`src/dhst_pkg.sv`:
```
package dhst_pkg;

    localparam int CMD_W      = 2;
    localparam int TIME_W     = 32;
    localparam int COUNT_W    = 8;
    localparam int MODE_W     = 2;
    localparam int CFG_IDX_W  = 2;
    localparam int CFG_DATA_W = 32;

    localparam logic [COUNT_W-1:0] COUNT_MAX = '1;

    // Reported mode codes
    localparam logic [MODE_W-1:0] MODE_CODE_NORMAL   = 2'd0;
    localparam logic [MODE_W-1:0] MODE_CODE_UNSTABLE = 2'd1;
    localparam logic [MODE_W-1:0] MODE_CODE_DOWN     = 2'd2;

    // Configuration register indexes
    localparam logic [CFG_IDX_W-1:0] CFG_ERROR_THRESHOLD    = 2'd0;
    localparam logic [CFG_IDX_W-1:0] CFG_SUCCESS_THRESHOLD  = 2'd1;
    localparam logic [CFG_IDX_W-1:0] CFG_DOWN_AFTER_SECONDS = 2'd2;

    localparam logic [COUNT_W-1:0] ERROR_THRESHOLD_RST    = 8'd3;
    localparam logic [COUNT_W-1:0] SUCCESS_THRESHOLD_RST  = 8'd10;
    localparam logic [TIME_W-1:0]  DOWN_AFTER_SECONDS_RST = 32'd1800;

    typedef enum logic [CMD_W-1:0] {
        CMD_SUCCESS = 2'd0,
        CMD_ERROR   = 2'd1,
        CMD_TICK    = 2'd2
    } cmd_t;

    typedef enum logic [2:0] {
        ST_NORMAL   = 3'b001,
        ST_UNSTABLE = 3'b010,
        ST_DOWN     = 3'b100
    } mode_t;

    typedef struct packed {
        logic [COUNT_W-1:0] error_threshold;
        logic [COUNT_W-1:0] success_threshold;
        logic [TIME_W-1:0]  down_after_seconds;
    } cfg_t;

    typedef struct packed {
        logic [MODE_W-1:0] disk_mode;
        logic              mode_changed;
    } result_t;

    function automatic logic [MODE_W-1:0] mode_code(input mode_t m);
        logic [MODE_W-1:0] code;
        case (m)
            ST_NORMAL:   code = MODE_CODE_NORMAL;
            ST_UNSTABLE: code = MODE_CODE_UNSTABLE;
            default:     code = MODE_CODE_DOWN;
        endcase
        return code;
    endfunction

endpackage

```
`src/dhst_cfg_regs.sv`:
```
module dhst_cfg_regs (
    input  logic                             clk,
    input  logic                             rst_n,
    input  logic                             cfg_we,
    input  logic [dhst_pkg::CFG_IDX_W-1:0]   cfg_index,
    input  logic [dhst_pkg::CFG_DATA_W-1:0]  cfg_data,
    output dhst_pkg::cfg_t                   cfg
);
    import dhst_pkg::*;

    cfg_t cfg_reg;
    cfg_t cfg_next;

    always_comb
    begin
        cfg_next = cfg_reg;
        if (cfg_we)
        begin
            case (cfg_index)
                CFG_ERROR_THRESHOLD:    cfg_next.error_threshold    = cfg_data[COUNT_W-1:0];
                CFG_SUCCESS_THRESHOLD:  cfg_next.success_threshold  = cfg_data[COUNT_W-1:0];
                CFG_DOWN_AFTER_SECONDS: cfg_next.down_after_seconds = cfg_data[TIME_W-1:0];
                default:                cfg_next = cfg_reg;
            endcase
        end
    end

    always_ff @(posedge clk or negedge rst_n)
    begin
        if (!rst_n)
        begin
            cfg_reg.error_threshold    <= ERROR_THRESHOLD_RST;
            cfg_reg.success_threshold  <= SUCCESS_THRESHOLD_RST;
            cfg_reg.down_after_seconds <= DOWN_AFTER_SECONDS_RST;
        end
        else
        begin
            cfg_reg <= cfg_next;
        end
    end

    assign cfg = cfg_reg;

endmodule

```
`src/dhst_health_fsm.sv`:
```
module dhst_health_fsm (
    input  logic                           clk,
    input  logic                           rst_n,
    input  logic                           step,
    input  logic [dhst_pkg::CMD_W-1:0]     command,
    input  logic [dhst_pkg::TIME_W-1:0]    now_seconds,
    input  dhst_pkg::cfg_t                 cfg,
    output dhst_pkg::result_t              result
);
    import dhst_pkg::*;

    mode_t              mode_reg;
    mode_t              mode_next;
    logic [COUNT_W-1:0] error_count_reg;
    logic [COUNT_W-1:0] error_count_next;
    logic [COUNT_W-1:0] success_count_reg;
    logic [COUNT_W-1:0] success_count_next;
    logic [TIME_W-1:0]  unstable_since_reg;
    logic [TIME_W-1:0]  unstable_since_next;

    logic [COUNT_W-1:0] error_inc;
    logic [COUNT_W-1:0] success_inc;
    logic [TIME_W-1:0]  elapsed;
    logic               changed;

    assign error_inc   = (error_count_reg == COUNT_MAX) ? COUNT_MAX : error_count_reg + 1'b1;
    assign success_inc = (success_count_reg == COUNT_MAX) ? COUNT_MAX : success_count_reg + 1'b1;
    // wraps modulo 2^32, so a clock that steps back reads as a long time
    assign elapsed     = now_seconds - unstable_since_reg;

    always_comb
    begin
        mode_next           = mode_reg;
        error_count_next    = error_count_reg;
        success_count_next  = success_count_reg;
        unstable_since_next = unstable_since_reg;
        changed             = 1'b0;
        case (mode_reg)
            ST_NORMAL:
            begin
                case (cmd_t'(command))
                    CMD_ERROR:
                    begin
                        error_count_next = error_inc;
                        if (error_inc > cfg.error_threshold)
                        begin
                            mode_next           = ST_UNSTABLE;
                            error_count_next    = '0;
                            success_count_next  = '0;
                            unstable_since_next = now_seconds;
                            changed             = 1'b1;
                        end
                    end
                    CMD_TICK: error_count_next = '0;
                    default:  mode_next = mode_reg;
                endcase
            end
            ST_UNSTABLE:
            begin
                case (cmd_t'(command))
                    CMD_SUCCESS:
                    begin
                        success_count_next = success_inc;
                        if (success_inc > cfg.success_threshold)
                        begin
                            mode_next          = ST_NORMAL;
                            error_count_next   = '0;
                            success_count_next = '0;
                            changed            = 1'b1;
                        end
                    end
                    CMD_TICK:
                    begin
                        if (elapsed > cfg.down_after_seconds)
                        begin
                            mode_next          = ST_DOWN;
                            error_count_next   = '0;
                            success_count_next = '0;
                            changed            = 1'b1;
                        end
                        else
                        begin
                            success_count_next = '0;
                        end
                    end
                    default: mode_next = mode_reg;
                endcase
            end
            default: mode_next = mode_reg;
        endcase
    end

    always_ff @(posedge clk or negedge rst_n)
    begin
        if (!rst_n)
        begin
            mode_reg           <= ST_NORMAL;
            error_count_reg    <= '0;
            success_count_reg  <= '0;
            unstable_since_reg <= '0;
        end
        else if (step)
        begin
            mode_reg           <= mode_next;
            error_count_reg    <= error_count_next;
            success_count_reg  <= success_count_next;
            unstable_since_reg <= unstable_since_next;
        end
    end

    assign result.disk_mode    = mode_code(mode_next);
    assign result.mode_changed = changed;

    a_hold_when_idle: assert property (@(posedge clk) disable iff (!rst_n)
        !step |=> $stable(mode_reg) && $stable(error_count_reg) && $stable(success_count_reg))
        else $error("tracker state moved without a transaction");

    a_down_terminal: assert property (@(posedge clk) disable iff (!rst_n)
        mode_reg == ST_DOWN |=> mode_reg == ST_DOWN)
        else $error("left down mode");

    a_unstable_no_errors: assert property (@(posedge clk) disable iff (!rst_n)
        mode_reg == ST_UNSTABLE |-> error_count_reg == '0)
        else $error("error count nonzero in unstable mode");

    a_normal_no_successes: assert property (@(posedge clk) disable iff (!rst_n)
        mode_reg == ST_NORMAL |-> success_count_reg == '0)
        else $error("success count nonzero in normal mode");

    a_change_flag: assert property (@(posedge clk) disable iff (!rst_n)
        step && result.mode_changed |=> mode_reg != $past(mode_reg))
        else $error("mode_changed set but mode held");

endmodule

```
`src/disk_health_state_tracker_top.sv`:
```
// An accepted transaction goes from the input register through the health state update into the
// result register at out_*. Throughput: one transaction per cycle unless out_ready stalls; the input
// and result registers advance with the state update, which feeds the next item with no bubble.
// Reset (rst_n, async, active low): mode normal, counters and entry time zero, thresholds 3 and
// 10, down limit 1800 s; both pipeline registers empty.
module disk_health_state_tracker_top (
    input  logic                             clk,
    input  logic                             rst_n,
    input  logic                             in_valid,
    output logic                             in_ready,
    input  logic [dhst_pkg::CMD_W-1:0]       command,
    input  logic [dhst_pkg::TIME_W-1:0]      now_seconds,
    output logic                             out_valid,
    input  logic                             out_ready,
    output logic [dhst_pkg::MODE_W-1:0]      disk_mode,
    output logic                             mode_changed,
    input  logic                             cfg_we,
    input  logic [dhst_pkg::CFG_IDX_W-1:0]   cfg_index,
    input  logic [dhst_pkg::CFG_DATA_W-1:0]  cfg_data
);
    import dhst_pkg::*;

    logic              in_valid_reg;
    logic [CMD_W-1:0]  command_reg;
    logic [TIME_W-1:0] now_reg;
    logic              out_valid_reg;
    result_t           result_reg;
    result_t           result;
    cfg_t              cfg;
    logic              step;

    // advance when the input register holds a transaction and the result slot frees up
    assign step     = in_valid_reg && (!out_valid_reg || out_ready);
    assign in_ready = !in_valid_reg || step;

    dhst_cfg_regs u_cfg (
        .clk       (clk),
        .rst_n     (rst_n),
        .cfg_we    (cfg_we),
        .cfg_index (cfg_index),
        .cfg_data  (cfg_data),
        .cfg       (cfg)
    );

    dhst_health_fsm u_fsm (
        .clk         (clk),
        .rst_n       (rst_n),
        .step        (step),
        .command     (command_reg),
        .now_seconds (now_reg),
        .cfg         (cfg),
        .result      (result)
    );

    always_ff @(posedge clk or negedge rst_n)
    begin
        if (!rst_n)
        begin
            in_valid_reg  <= 1'b0;
            out_valid_reg <= 1'b0;
        end
        else
        begin
            if (in_ready)
            begin
                in_valid_reg <= in_valid;
            end
            if (step)
            begin
                out_valid_reg <= 1'b1;
            end
            else if (out_ready)
            begin
                out_valid_reg <= 1'b0;
            end
        end
    end

    always_ff @(posedge clk)
    begin
        if (in_valid && in_ready)
        begin
            command_reg <= command;
            now_reg     <= now_seconds;
        end
        if (step)
        begin
            result_reg <= result;
        end
    end

    assign out_valid    = out_valid_reg;
    assign disk_mode    = result_reg.disk_mode;
    assign mode_changed = result_reg.mode_changed;

    a_step_fills_output: assert property (@(posedge clk) disable iff (!rst_n)
        step |=> out_valid_reg)
        else $error("processed transaction did not reach the result register");

    a_stalled_input_held: assert property (@(posedge clk) disable iff (!rst_n)
        in_valid_reg && !step |=> in_valid_reg && $stable(command_reg) && $stable(now_reg))
        else $error("pending input transaction lost while stalled");

endmodule

```
`config.mk`:
```
export PLATFORM = sky130hd
export DESIGN_NAME = disk_health_state_tracker_top
export DESIGN_NICKNAME = d
export VERILOG_FILES = /design/src/dhst_pkg.sv /design/src/dhst_cfg_regs.sv /design/src/dhst_health_fsm.sv /design/src/disk_health_state_tracker_top.sv
export SDC_FILE = /design/constraint.sdc
export NUM_CORES = 1
export LEC_CHECK = 0
export BUFFER_PORTS_ARGS = -buffer_cell sky130_fd_sc_hd__clkbuf_2
export CAP_MARGIN = 30
export CORE_ASPECT_RATIO = 0.9
export CORE_MARGIN = 2
export CORE_UTILIZATION = 53
export CTS_CLUSTER_SIZE = 28
export DETAILED_ROUTE_END_ITERATION = 6
export HOLD_SLACK_MARGIN = 0.08
export PLACE_DENSITY = 0.7
export SLEW_MARGIN = 20
export SYNTH_ARGS = -nofsm -noshare
export SYNTH_HDL_FRONTEND = slang
export SYNTH_SLANG_ARGS = --single-unit
```
`constraint.sdc`:
```
create_clock -name clk -period 5.1 [get_ports clk]
set_input_delay 1.02 -clock clk [delete_from_list [all_inputs] [get_ports clk]]
set_output_delay 1.02 -clock clk [all_outputs]
set_load 0.02 [all_outputs]
```
==> out/results.ini, run 1 <==
[outcome]
outcome=finished, final reports clean

[sta]
slew_violations=0
fin_crit_sh=0.931
slew-limit-headroom=0.385
finalSetupTns_ns=0
clock_skew_ns=0.00881
rsz0062_at_grt=false
worst-slew-pin-transition_ns=0.915
fmax_mhz=211
period_minus_slack_ns=4.75
final-hold-violation-count=0
setup_violations=0

[layout]
nets=1069
largest_reg_flops=48
syn2layout_area_growth_pct=14.9
drive_above_1_share=0.182
fin_util=0.619
diodes=0

[synth]
avgSynthCellArea_um2=9.94
synth.cells.most_frequent=inv_1, dfrtp_1, nand2_1
ys_seq_area_frac=0.442
syn_nets=985
synth_edf_count=37
ys.flop_type=dfrtp_1
yosys_warnings=0
syn_inst=830
yosys.area.top_type_share=0.279
synthArstFlopShare=0.732
yosysMostFrequentCell=inv_1
synth-seq-cells=138
yosysUniqueCellTypes=64
synth_largest_area_cell=dfrtp_1
synthTopCellsByArea=dfrtp_1, edfxtp_1, ha_1, mux2_2, inv_1
netlist_area_mm2=0.00825

[worst_setup_path]
slowest_stage=nor4_1
cp-end-kind=flop
worstPathRequired_ns=5.25
path_depth=17
crit_chain=ha_1 -> nor2b_1 -> o31ai_1 -> a21oi_1 -> o21ai_0 -> a21oi_1 -> o21ai_0 -> a21oi_1 -> a2111o_1 -> ha_1 -> and4_1 -> nand2_1 -> nor4_1 -> a221oi_1 -> a21boi_0 -> and2_1 -> o21ai_0
worstRegToRegCells=17
critPathMaxFanout=4
worstSetupPathType=flop to flop
start_kind=flop
crit_family=compound AO/OA/AOI/OAI gates
crit_buf_inv=0
worstPathArrival_ns=4.89
slowest_delay_ns=0.54

[floorplan]
die_h_um=122
initial_utilization=0.538
core_area_mm2=0.0153
dieArea_mm2=0.0166
die_x_um=136
rows=43
boundaryPins=78

[clocking]
cts.path.max_buffers=2
cts_made_buffers=17
root_buffer=clkbuf_16
clk_pin_slew_ns=0.06
ctsResizeCount=0
cts_tree=yes
htree_levels=4
clk_latency_ns=0.43
postCtsHoldBufs=0
cts_sinks=138
cts_setup_buffers=0

[detailed_routing]
drc=0
drt_iter0_markers=337
vias_per_cell=5.43
postRouteAntennaNets=0
avgRoutedWirePerCell_um=15.3
drtPass1Iterations=5
finalWirelength_um=17200
vias=6135

[grt]
grt_pass1_wl_um=28700
grt-ovfl-total=0
grt_pass1_vias=6015
grt_antenna_before_repair=0
grt_use_total=0.223
grt_max_degree=68

[placed_design]
gp_congestion=0.860
io_buffers=77
dpl.hpwl_um=12500

[power_and_ir_drop]
power.net_switching_mw=0.739
seqPwrFrac=0.435
clockPowerShare=0.420
p_leak_nw=4.66
p_sw_frac=0.250
p_int_mw=2.22
powerDensity_mw_per_mm2=312
peakVddDrop_v=0.000268
comb_power_share=0.145

[run]
drv_cap=0

[worst_hold_path]
hold_path_class=input port to async pin

[layout by cell type (no fill, tap or decap), types with 18 or more instances in the layout]
master and count:
edfxtp_1 37, nor2_1 24, clkbuf_2 76, o21ai_0 63
dfrtp_1 92, nand2_1 83, a21o_1 26, inv_1 105
ha_1 81, mux2_2 44, nand3_1 23, xnor2_1 18
a21oi_1 45
[kinds of logic after synthesis]
kind of cell / after synthesis / synth area share
muxes: 46 / 0.0625
AOI/OAI and AO/OA: 203 / 0.158
adders and majority gates: 82 / 0.125
buffers and inverters: 123 / 0.0561
DFF: 138 / 0.442
xor gates and xnor gates: 31 / 0.0329
and+or+nand+nor: 207 / 0.123
[path summary, 6_finish.rpt]
kind,slack (ns),end,startpoint
worst max-delay path,0.35,mode_changed,now_reg[1]
worst min-delay path,0.46,u_fsm.unstable_since_reg[3],rst_n
worst max register to register,0.35,mode_changed,now_reg[1]
worst min register to register,0.48,out_valid,in_valid_reg
max in group asynchronous,3.88,u_cfg.cfg[9],rst_n
min in group clk,0.48,out_valid,in_valid_reg
[routing by layer]
metal	wire length [um]	global-route usage	part of all wire	up-vias
met5	0	0	0	-
met4	327	0.0723	0.019	0
met3	750	0.0508	0.044	26
met2	7890	0.352	0.46	131
met1	8260	0.307	0.48	2881
li1	-	-	-	3097
[power by group through the flow]
stage	registers (mW)	clock network (mW)	logic, mW
global placement	1.30	0	0.419
global route	1.30	1.31	0.494
finish	1.29	1.24	0.429
detailed placement	1.31	0	0.427
floorplan	1.29	0	0.296
CTS	1.29	1.26	0.432
[through the flow]
step	hold slack (ns)	instances	total power, mW	setup WS (ns)	cell area (um2)
after floorplan	0.457	830	1.59	1.11	8250
after global placement	0.473	1096	1.72	0.452	8870
after detailed placement	0.476	1096	1.73	0.389	8870
after CTS	0.481	1128	2.98	0.332	9450
after global routing	0.452	1129	3.11	0.00237	9490
final	0.461	1129	2.96	0.351	9490
[final cells by class]
cell class,count,area (um2)
inverter,105,394
clock buffer,23,458
timing repair buffer,83,453
sequential,138,3650
tap,202,253
multi-input combinational,569,4160
fill,1284,5850
clock inverter,9,123
No activity file was read; power rests on OpenSTA's default activity.
==> inputs of run 2 (changes only) <==
Settings changed: RECOVER_POWER set to 25.
==> run 2 against run 1 <==
  * The run now ends with max-capacitance violations, max-slew violations left
  * Highest routed layer unchanged
  * Non-clock buffer count stayed put
  * Global-route usage is the same
  * Worst setup slack gained 0.0038 ns
  * Count of clock-buffer cells in the layout unchanged
  * Sequential cell count did not move
  * Critical endpoint unchanged
  * Critical path type unchanged
  * Utilization decreased by 0.18 points
  * Combinational power is essentially flat
  * Final cell count stayed put
==> out/results.ini, run 2 (synthesized netlist as in run 1, its figures left out) <==
[clocking]
cts.path.max_buffers=2  ; unchanged
cts_tree=yes  ; unchanged
htree_levels=4  ; unchanged
postCtsHoldBufs=0  ; unchanged
clk_latency_ns=0.42  ; was 0.43 ns
clk_pin_slew_ns=0.06  ; about the same
cts_made_buffers=17  ; unchanged
cts_sinks=138  ; unchanged
root_buffer=clkbuf_16  ; unchanged

[grt]
grt_pass1_wl_um=28700  ; unchanged
grt_max_degree=68  ; unchanged
grt_antenna_before_repair=0  ; unchanged
grt-ovfl-total=0  ; unchanged
grt_use_total=0.223  ; unchanged
grt_pass1_vias=6015  ; unchanged

[worst_setup_path]
crit_chain=ha_1 -> and4_1 -> nand4_1 -> a211oi_1 -> o21ai_1 -> a2111o_1 -> a21oi_1 -> or2_1 -> o211ai_1 -> ha_1 -> a21o_1 -> a21o_1 -> a21oi_1 -> a221oi_1 -> a21boi_0 -> and2_1 -> o21ai_0  ; was ha_1 -> nor2b_1 -> o31ai_1 -> a21oi_1 -> o21ai_0 -> a21oi_1 -> o21ai_0 -> a21oi_1 -> a2111o_1 -> ha_1 -> and4_1 -> nand2_1 -> nor4_1 -> a221oi_1 -> a21boi_0 -> and2_1 -> o21ai_0
worstSetupPathType=flop to flop  ; unchanged
critPathMaxFanout=7  ; was 4
worstPathRequired_ns=5.24  ; was 5.25 ns
cp-end-kind=flop  ; unchanged
slowest_delay_ns=0.50  ; was 0.54 ns
worstPathArrival_ns=4.89  ; about the same
slowest_stage=a2111o_1  ; was nor4_1
start_kind=flop  ; unchanged

[detailed_routing]
postRouteAntennaNets=0  ; unchanged
vias_per_cell=5.47  ; was 5.43
finalWirelength_um=17200  ; about the same
drtPass1Iterations=5  ; unchanged
vias=6171  ; was 6,135
avgRoutedWirePerCell_um=15.3  ; about the same
drc=0  ; unchanged
drt_iter0_markers=391  ; was 337

[floorplan]
core_area_mm2=0.0153  ; unchanged
dieArea_mm2=0.0166  ; unchanged
initial_utilization=0.538  ; unchanged
rows=43  ; unchanged
die_x_um=136  ; unchanged
die_h_um=122  ; unchanged
boundaryPins=78  ; unchanged

[placed_design]
dpl.hpwl_um=12500  ; unchanged
gp_congestion=0.860  ; unchanged
io_buffers=77  ; unchanged

[sta]
clock_skew_ns=0.00887  ; was 0.00881 ns
slew-limit-headroom=-0.999  ; was 0.385
fin_crit_sh=0.930  ; was 0.931
period_minus_slack_ns=4.74  ; was 4.75 ns
worst-slew-pin-transition_ns=3.00  ; was 0.915 ns
slew_violations=54  ; was 0
whs_ns=0.479  ; was 0.461 ns
final-hold-violation-count=0  ; unchanged
rsz0062_at_grt=false  ; unchanged
finalSetupTns_ns=0  ; unchanged
fmax_mhz=211  ; about the same
setup_violations=0  ; unchanged

[layout]
nets=1069  ; unchanged
fin_util=0.617  ; was 0.619
largest_reg_flops=48  ; unchanged
layout_common_cells=inv_1, dfrtp_1, nand2_1, ha_1, clkbuf_2  ; unchanged
syn2layout_area_growth_pct=14.6  ; was 14.9%
final_common_cell=inv_1  ; unchanged
diodes=0  ; unchanged
drive_above_1_share=0.180  ; was 0.182
nFillCells=1290  ; was 1,284

[power_and_ir_drop]
p_leak_nw=4.64  ; was 4.66 nW
powerDensity_mw_per_mm2=312  ; about the same
power_mw=2.95  ; was 2.96 mW
peakVddDrop_v=0.000268  ; about the same

[worst_hold_path]
hold_path_class=flop to flop  ; was input port to async pin

[run]
drv_cap=1  ; was 0

[outcome]
outcome=complete, but fails checks  ; was finished, final reports clean
violations=max-capacitance violations, max-slew violations

[run 2: cell count changes in the layout (fill, tap and decap cells not counted), sizes merged]
cell | before | now
buf | 7 | 5
clkbuf | 99 | 101
[run 2: cell type report]
cell class / instances / area [um2] / share of cell area
clock inverters: 9 / 123 / 0.0130
well taps: 202 / 253 / 0.0267
inverters: 105 / 394 / 0.0417
clock buffers: 23 / 458 / 0.0484
multi-input cells: 569 / 4160 / 0.439
flip-flops and latches: 138 / 3650 / 0.386
repair buffers: 83 / 425 / 0.0450
[run 2: stage by stage]
stage	setup slack [ns]	std cells	instance area [um2]
global route	0.00237	1129	9460
CTS	0.332	1128	9450
detailed placement	0.389	1096	8870
floorplan	1.11	830	8250
global placement	0.452	1096	8870
finish	0.355	1129	9460
[run 2: per-layer routing]
metal	up-vias	part of all wire	global-route usage
li1	3101	-	-
met1	2899	0.48	0.307
met2	145	0.46	0.352
met3	26	0.044	0.0508
met4	0	0.018	0.0723
met5	-	0	0
[run 2: path summary, 6_finish.rpt]
path                              start                          end  slack, ns  cells after the start
min in group asynchronous         rst_n  u_fsm.unstable_since_reg[3]       0.69                      1
max reg2reg                 now_reg[10]                 mode_changed       0.36                     17
max                         now_reg[10]                 mode_changed       0.36                     17
max in group asynchronous         rst_n                u_cfg.cfg[31]       1.09                      2
min                        in_valid_reg                    out_valid       0.48                      1
min reg2reg                in_valid_reg                    out_valid       0.48                      1
[run 2: timing repair]
item | CTS | global route
hold endpoints to repair | 0 | 0
gates resized for setup | 0 | 1
setup buffers | 0 | 0
endpoints found under the setup margin | 0 | 7
[run 2: worst max-delay path, delay by kind of cell, from the launching register on]
family	cells	cell delay, ns
compound gates	11	2.50
fa+ha+maj	2	0.77
flops	1	0.39
simple gates	4	0.82
[run 2: power by group]
part / switching (mW) / internal (mW) / total, mW
Combinational: 0.229 / 0.197 / 0.426
Sequential: 0.0457 / 1.24 / 1.29
Clock: 0.463 / 0.777 / 1.24
